<file path="config.mk">
export PLATFORM = sky130hd
export DESIGN_NAME = sorted_priority_queue_unit_flat
export DESIGN_NICKNAME = d
export VERILOG_FILES = /design/src/spq_pkg.sv /design/src/spq_if.sv /design/src/spq_cell.sv /design/src/sorted_priority_queue_unit.sv /design/src/flat_wrapper.sv
export VERILOG_INCLUDE_DIRS = /design/src /design/src/src
export SDC_FILE = /design/constraint.sdc
export NUM_CORES = 1
export LEC_CHECK = 0
export ABC_AREA = 1
export BUFFER_PORTS_ARGS = -buffer_cell sky130_fd_sc_hd__buf_2
export CORE_MARGIN = 8
export CORE_UTILIZATION = 55
export CTS_CLUSTER_SIZE = 28
export DETAILED_ROUTE_END_ITERATION = 16
export GPL_ROUTABILITY_DRIVEN = 0
export HOLD_SLACK_MARGIN = 0.15
export PLACE_DENSITY = 0.73
export SETUP_SLACK_MARGIN = 0.4
export SYNTH_ARGS = -nofsm -noshare
export SYNTH_HDL_FRONTEND = slang
export SYNTH_HIERARCHICAL = 1
export SYNTH_SLANG_ARGS = --single-unit
</file>
<file path="constraint.sdc">
create_clock -name clk -period 5.04 [get_ports clk]
set_input_delay 0.504 -clock clk [delete_from_list [all_inputs] [get_ports clk]]
set_output_delay 0.504 -clock clk [all_outputs]
set_load 0.02 [all_outputs]
</file>
<file path="src/sorted_priority_queue_unit_macros.svh">
// Assertion macros for the sorted priority queue unit.
// Expects clk and rst in the scope of each use.
`ifndef SORTED_PRIORITY_QUEUE_UNIT_MACROS_SVH
`define SORTED_PRIORITY_QUEUE_UNIT_MACROS_SVH

// Same-cycle implication, disabled in reset.
`define SPQ_ASSERT_NOW(lbl, ante, cons, msg) \
  lbl: assert property (@(posedge clk) disable iff (rst) (ante) |-> (cons)) else $error(msg);

// Next-cycle implication, disabled in reset.
`define SPQ_ASSERT_NEXT(lbl, ante, cons, msg) \
  lbl: assert property (@(posedge clk) disable iff (rst) (ante) |=> (cons)) else $error(msg);

`endif

</file>
<file path="src/spq_pkg.sv">
// Package for the sorted priority queue unit: entry and command types, codes.
// No dependencies.
`timescale 1ns / 1ps
`default_nettype none

package spq_pkg;

  localparam int PrioW  = 8;
  localparam int ValueW = 16;
  localparam int CountW = 5;
  localparam int CapW   = 5;
  localparam int StatW  = 2;

  localparam logic OP_INSERT = 1'b0;
  localparam logic OP_REMOVE = 1'b1;

  localparam logic [StatW-1:0] ST_OK    = 2'd0;
  localparam logic [StatW-1:0] ST_EMPTY = 2'd1;
  localparam logic [StatW-1:0] ST_FULL  = 2'd2;

  localparam logic [CapW-1:0] CAP_RESET = 5'd16;

  typedef struct packed {
    logic [PrioW-1:0]  prio;
    logic [ValueW-1:0] value;
  } entry_t;

  typedef struct packed {
    logic   insert;
    logic   remove;
    entry_t new_entry;
  } cell_cmd_t;

endpackage

`default_nettype wire

</file>
<file path="src/spq_if.sv">
// Handshake channels of the sorted priority queue unit: input and result beats.
// Depends on spq_pkg.
`timescale 1ns / 1ps
`default_nettype none

interface spq_in_if;
  logic                       valid;
  logic                       ready;
  logic                       opcode;
  logic [spq_pkg::PrioW-1:0]  item_priority;
  logic [spq_pkg::ValueW-1:0] item_value;

  modport source (output valid, output opcode, output item_priority, output item_value,
                  input ready);
  modport sink   (input valid, input opcode, input item_priority, input item_value,
                  output ready);
endinterface

interface spq_out_if;
  logic                       valid;
  logic                       ready;
  logic [spq_pkg::PrioW-1:0]  out_priority;
  logic [spq_pkg::ValueW-1:0] out_value;
  logic [spq_pkg::StatW-1:0]  status;
  logic [spq_pkg::CountW-1:0] count_after;

  modport source (output valid, output out_priority, output out_value, output status,
                  output count_after, input ready);
  modport sink   (input valid, input out_priority, input out_value, input status,
                  input count_after, output ready);
endinterface

`default_nettype wire

</file>
<file path="src/spq_cell.sv">
// One slot of the sorted chain: holds an entry, shifts back on insert, forward on remove.
// Depends on spq_pkg.
`timescale 1ns / 1ps
`default_nettype none

module spq_cell (
  input  wire                      clk,
  input  wire spq_pkg::cell_cmd_t  cmd,
  input  wire                      occupied,
  input  wire spq_pkg::entry_t     left_entry,
  input  wire                      left_behind,
  input  wire spq_pkg::entry_t     right_entry,
  output spq_pkg::entry_t          entry,
  output logic                     behind
);

  // Behind the insert point: empty, or lower priority than the new entry.
  assign behind = !occupied || (entry.prio < cmd.new_entry.prio);

  always_ff @(posedge clk) begin
    if (cmd.insert && behind) begin
      entry <= left_behind ? left_entry : cmd.new_entry;
    end else if (cmd.remove) begin
      entry <= right_entry;
    end
  end

endmodule

`default_nettype wire

</file>
<file path="src/sorted_priority_queue_unit.sv">
// Channel   | Dir | Beat payload
// in_ch     | in  | opcode, item_priority, item_value
// out_ch    | out | out_priority, out_value, status, count_after
// cfg       | in  | cfg_we, cfg_data (capacity)
// One item per cycle unless out_ch stalls: the cell chain inserts or removes in the
// cycle of acceptance; the result goes to an output register, shown the next cycle.
// in_ch.ready is low only while a result waits and out_ch.ready is low.
// rst is synchronous: queue empties, capacity returns to 16, no result pending.
// Depends on spq_pkg, spq_if, spq_cell and the assertion macro header.
`timescale 1ns / 1ps
`default_nettype none
`include "sorted_priority_queue_unit_macros.svh"

module sorted_priority_queue_unit #(
  parameter int DEPTH = 16
) (
  input  wire                       clk,
  input  wire                       rst,
  input  wire                       cfg_we,
  input  wire [spq_pkg::CapW-1:0]   cfg_data,
  spq_in_if.sink                    in_ch,
  spq_out_if.source                 out_ch
);

  logic [spq_pkg::CapW-1:0]   capacity;
  logic [spq_pkg::CountW-1:0] count;
  logic [spq_pkg::CountW-1:0] count_next;
  logic [spq_pkg::CapW-1:0]   usable;
  logic                       out_valid;
  logic                       in_acc;
  logic                       full;
  logic                       empty;
  logic [spq_pkg::StatW-1:0]  stat_next;
  spq_pkg::cell_cmd_t         cmd;
  logic [DEPTH-1:0]           occ;
  logic [DEPTH-1:0]           behind;
  logic [DEPTH-1:0]           left_b;
  spq_pkg::entry_t            ent    [DEPTH];
  spq_pkg::entry_t            left_e [DEPTH];
  spq_pkg::entry_t            right_e[DEPTH];

  assign in_ch.ready  = !out_valid || out_ch.ready;
  assign in_acc       = in_ch.valid && in_ch.ready;
  assign out_ch.valid = out_valid;

  always_ff @(posedge clk) begin
    if (rst) begin
      capacity <= spq_pkg::CAP_RESET;
    end else if (cfg_we) begin
      capacity <= cfg_data;
    end
  end

  always_comb begin
    if (capacity == '0) begin
      usable = spq_pkg::CapW'(1);
    end else if (int'(capacity) > DEPTH) begin
      usable = spq_pkg::CapW'(DEPTH);
    end else begin
      usable = capacity;
    end
  end

  assign full  = (count >= usable);
  assign empty = (count == '0);

  always_comb begin
    cmd.new_entry.prio  = in_ch.item_priority;
    cmd.new_entry.value = in_ch.item_value;
    cmd.insert = in_acc && (in_ch.opcode == spq_pkg::OP_INSERT) && !full;
    cmd.remove = in_acc && (in_ch.opcode == spq_pkg::OP_REMOVE) && !empty;
  end

  always_comb begin
    count_next = count;
    stat_next  = spq_pkg::ST_OK;
    if (in_ch.opcode == spq_pkg::OP_INSERT) begin
      if (full) begin
        stat_next = spq_pkg::ST_FULL;
      end else begin
        count_next = count + 1'b1;
      end
    end else begin
      if (empty) begin
        stat_next = spq_pkg::ST_EMPTY;
      end else begin
        count_next = count - 1'b1;
      end
    end
  end

  genvar g;
  generate
    for (g = 0; g < DEPTH; g++) begin : g_cell
      assign occ[g] = (int'(count) > g);
      if (g == 0) begin : g_head
        assign left_e[g] = cmd.new_entry;
        assign left_b[g] = 1'b0;
      end else begin : g_body
        assign left_e[g] = ent[g-1];
        assign left_b[g] = behind[g-1];
      end
      if (g == DEPTH - 1) begin : g_tail
        assign right_e[g] = ent[g];
      end else begin : g_mid
        assign right_e[g] = ent[g+1];
      end
      spq_cell u_cell (
        .clk         (clk),
        .cmd         (cmd),
        .occupied    (occ[g]),
        .left_entry  (left_e[g]),
        .left_behind (left_b[g]),
        .right_entry (right_e[g]),
        .entry       (ent[g]),
        .behind      (behind[g])
      );
    end
  endgenerate

  always_ff @(posedge clk) begin
    if (rst) begin
      count     <= '0;
      out_valid <= 1'b0;
    end else begin
      if (in_acc) begin
        count     <= count_next;
        out_valid <= 1'b1;
      end else if (out_ch.ready) begin
        out_valid <= 1'b0;
      end
    end
  end

  always_ff @(posedge clk) begin
    if (in_acc) begin
      out_ch.status      <= stat_next;
      out_ch.count_after <= count_next;
      if (cmd.remove) begin
        out_ch.out_priority <= ent[0].prio;
        out_ch.out_value    <= ent[0].value;
      end else begin
        out_ch.out_priority <= '0;
        out_ch.out_value    <= '0;
      end
    end
  end

  `SPQ_ASSERT_NOW(a_count_bound, 1'b1, int'(count) <= DEPTH, "fill level above depth")
  `SPQ_ASSERT_NEXT(a_count_hold, !in_acc, $stable(count), "fill level moved without a beat")
  `SPQ_ASSERT_NOW(a_head_sorted, count >= spq_pkg::CountW'(2), ent[0].prio >= ent[1].prio,
                  "head entry below its successor")
  `SPQ_ASSERT_NEXT(a_empty_flag, in_acc && cmd.remove == 1'b0 && in_ch.opcode == spq_pkg::OP_REMOVE,
                   out_ch.status == spq_pkg::ST_EMPTY, "remove on empty not flagged")

endmodule

`default_nettype wire
</file>
<file path="src/flat_wrapper.sv">
// flat-port wrapper written by rule: the top's interface ports become plain ports
module sorted_priority_queue_unit_flat 
#(
  parameter int DEPTH = 16
)
  (clk, rst, cfg_we, cfg_data, in_ch_valid, in_ch_opcode, in_ch_item_priority, in_ch_item_value, in_ch_ready, out_ch_valid, out_ch_out_priority, out_ch_out_value, out_ch_status, out_ch_count_after, out_ch_ready);
  spq_in_if in_ch_i ();
  spq_out_if out_ch_i ();
  input  wire clk;
  input  wire rst;
  input  wire cfg_we;
  input  wire [spq_pkg::CapW-1:0] cfg_data;
  input wire logic [$bits(in_ch_i.valid)-1:0] in_ch_valid;
  input wire logic [$bits(in_ch_i.opcode)-1:0] in_ch_opcode;
  input wire logic [$bits(in_ch_i.item_priority)-1:0] in_ch_item_priority;
  input wire logic [$bits(in_ch_i.item_value)-1:0] in_ch_item_value;
  output wire logic [$bits(in_ch_i.ready)-1:0] in_ch_ready;
  output wire logic [$bits(out_ch_i.valid)-1:0] out_ch_valid;
  output wire logic [$bits(out_ch_i.out_priority)-1:0] out_ch_out_priority;
  output wire logic [$bits(out_ch_i.out_value)-1:0] out_ch_out_value;
  output wire logic [$bits(out_ch_i.status)-1:0] out_ch_status;
  output wire logic [$bits(out_ch_i.count_after)-1:0] out_ch_count_after;
  input wire logic [$bits(out_ch_i.ready)-1:0] out_ch_ready;
  assign in_ch_i.valid = in_ch_valid;
  assign in_ch_i.opcode = in_ch_opcode;
  assign in_ch_i.item_priority = in_ch_item_priority;
  assign in_ch_i.item_value = in_ch_item_value;
  assign in_ch_ready = in_ch_i.ready;
  assign out_ch_valid = out_ch_i.valid;
  assign out_ch_out_priority = out_ch_i.out_priority;
  assign out_ch_out_value = out_ch_i.out_value;
  assign out_ch_status = out_ch_i.status;
  assign out_ch_count_after = out_ch_i.count_after;
  assign out_ch_i.ready = out_ch_ready;
  sorted_priority_queue_unit #(.DEPTH(DEPTH)) u_core (.clk(clk), .rst(rst), .cfg_we(cfg_we), .cfg_data(cfg_data), .in_ch(in_ch_i), .out_ch(out_ch_i));
endmodule
</file>
==> metrics.cfg <==
[outcome]
outcome = complete, no violations

[cts]
htree_levels = 2
cts_tree = built
cts_setup_buffers = 0
root_buffer = clkbuf_16
cts_buffer_depth = 3
clkSinkCount = 426
clkLatencyLatePin_ps = 590
cts.reportedPaths.clkPinSlew_ps = 60
cts_buffers = 47

[pwr]
switching_share_pct = 31.9
clockPowerShare_pct = 28.7
p_per_area_nw_per_um2 = 381
combPwrFrac_pct = 26.4
p_int_uw = 7580
p_leak_uw = 0.0135
switching_power_uw = 3540
totalPowerFinal_uw = 11100
ir_drop_mv = 0.355
p_seq_share_pct = 44.9

[sta]
timing.final.ws_setup_ps = 1150
min_period_ps = 3890
tightest_slew_ps = 965
setup-tns-final_ps = 0
setup_viol = 0
hold_viol = 0
rsz0062_at_grt = no
slew_viol_final = 0
fin_crit_sh_pct = 77.2
clock_skew_ps = 16.5
fmax_ghz = 0.257
slew_headroom_pct = 35.5

[setup_path]
critPathMaxFanout = 58
crit_required_ps = 5300
critPathSlowestCell = buf_4
endpoint_kind = flip-flop
critPathMaxStageDelay_ps = 540
crit_path_frequent_cell = nand2_1
startpoint_type = flip-flop
rrSetupSlack_ps = 1150
ff2ff_path_depth = 14
crit_chain = or4_1 -> nand2_1 -> nand2_1 -> ha_1 -> nand2_1 -> nor2_1 -> nand2_1 -> nand3_2 -> nor3_2 -> buf_12 -> buf_4 -> nand2_4 -> nand2_1 -> buf_4
crit_type = flip-flop to flip-flop
arrival_ps = 4150

[die]
io_pins = 68
die_w_um = 239
die_area_um2 = 57100
die_h_um = 239
rows = 81
start_util_pct = 55.7
coreArea_um2 = 49100

[cells_and_area]
final_cell_mix = nand2_1, edfxtp_1, nand3_1, mux2_2, inv_1
drive_above_1_share_pct = 16.9
final_core_utilization_pct = 59.5
layout_commonest_cell = nand2_1
finalInstanceArea_um2 = 29200
num_antenna_cells = 0
final_net_count = 3172
syn_to_final_growth_pct = 6.74

[logic_synthesis]
syn_area_um2 = 27300
synth_area_leaders = edfxtp_1, nand2_1, mux2_2
syn_inst = 3023
synth_top_area_share_pct = 45.6
ys_types = 35
async_flop_share_pct = 0
synth.ff_latch_count = 426
yosysTopAreaCell = edfxtp_1
yosysSeqAreaShare_pct = 46.4
synth-edff-count = 415
yosys_most_used_dff = edfxtp_1
yosys_warnings = 6
synth.avg_cell_area_um2 = 9.04

[global_route]
gr-total-overflow = 0
grt_max_degree = 114
antenna_found_initial = 0
grt_first_pass_wirelength_um = 105000
grt_pass1_vias = 20529
grt_use_total_pct = 21.9

[hold_path]
hold_path_class = primary input to flip-flop
holdPathStages = 3

[detailed_routing]
finalWirelength_um = 63200
vias = 20846
first_iter_violations = 2101
drtPass1Iterations = 6
route.detailed.drc = 0
route.detailed.wl_per_inst_um = 17.0
postRouteAntennaNets = 0
avgViaCountPerCell = 5.61

[placement]
io_buffers = 67
placed_area_um2 = 27700
hpwl_um = 45200
dp_slack_ps = 1190

[run]
cap_violations = 0

-- power by group through the flow --
stage | combinational, uW | clock (uW) | sequential, uW
after floorplan | 2340 | 0 | 4960
after global placement | 2790 | 0 | 5030
after detailed placement | 2880 | 0 | 5060
after CTS | 2920 | 3260 | 4990
after global routing | 3300 | 3390 | 5050
final | 2940 | 3190 | 5000
-- stage by stage --
stage	cells	hold slack, ps
detailed placement	3627	477
floorplan	3026	438
global route	3714	189
finish	3714	194
CTS	3714	165
global placement	3627	470
-- state kept, by name, indices dropped and copies added, names as in the netlist --
register / cells
u_core/capacity: 5
u_core/count: 5
u_core/g_cell.u_cell/entry: 384
u_core/out_ch.count_after: 5
u_core/out_ch.out_priority: 8
u_core/out_ch.out_value: 16
u_core/out_ch.status: 2
u_core/out_ch.valid: 1
-- layout make-up --
cell class,instances,area (um^2)
inverters,234,907
multi-input cells,2203,12700
clock buffers,67,1310
fillers,4191,19900
well taps,664,831
repair buffers,103,651
clock inverters,17,98.8
flip-flops and latches,426,12700
-- final timing paths --
check	start	endpoint
worst max-delay path	u_core/capacity[2]	u_core/g_cell[5].u_cell/entry[8]
worst min register to register	u_core/capacity[0]	u_core/capacity[0]
worst min-delay path	cfg_data[3]	u_core/capacity[3]
worst max register to register	u_core/capacity[2]	u_core/g_cell[5].u_cell/entry[8]
-- critical path: cells and delay by family, from the launching register on --
kind                       cells  cell delay, ps
DFF                            1             320
buffers and inverters          3            1190
adders and majority gates      1             290
and+or+nand+nor               10            1720
-- synthesized netlist by cell type (all sizes together), types with 2 or more instances --
master and n:
nand2 1135, edfxtp 415, nand3 398, mux2 272
inv 233, o21ai 125, ha 122, buf 115
a21oi 59, nor2 58, clkbuf 48, o21a 16
dfxtp 11, a31oi 2, nand4 2, nor3 2
o31ai 2, xor2 2
-- kinds of logic (layout without fill, tap and decap cells) --
kind of cell / Yosys count / count (layout) / synth area share, %
fa+ha+maj: 122 / 122 / 5.58
xor+xnor: 2 / 2 / 0.0641
simple gates: 1596 / 1596 / 25.5
flops: 426 / 426 / 46.4
other cells: 1 / 4 / 0.0137
mux: 272 / 272 / 11.2
compound gates: 207 / 207 / 4.00
buf+inv: 397 / 421 / 7.23
-- repair_timing --
item | in CTS | in global routing
hold buffers | 3 | 0
endpoints found under the hold margin | 3 | 0
gates resized for setup | 0 | 0
endpoints found under the setup margin | 0 | 0
-- per-layer routing --
metal	up-vias	global-route usage (%)	wire length, um
li1	10213	-	-
met1	9766	29.0	27700
met2	748	36.3	30100
met3	119	3.42	3940
met4	0	7.58	1590
met5	-	0	0
Power figures use the tool's default switching activity.
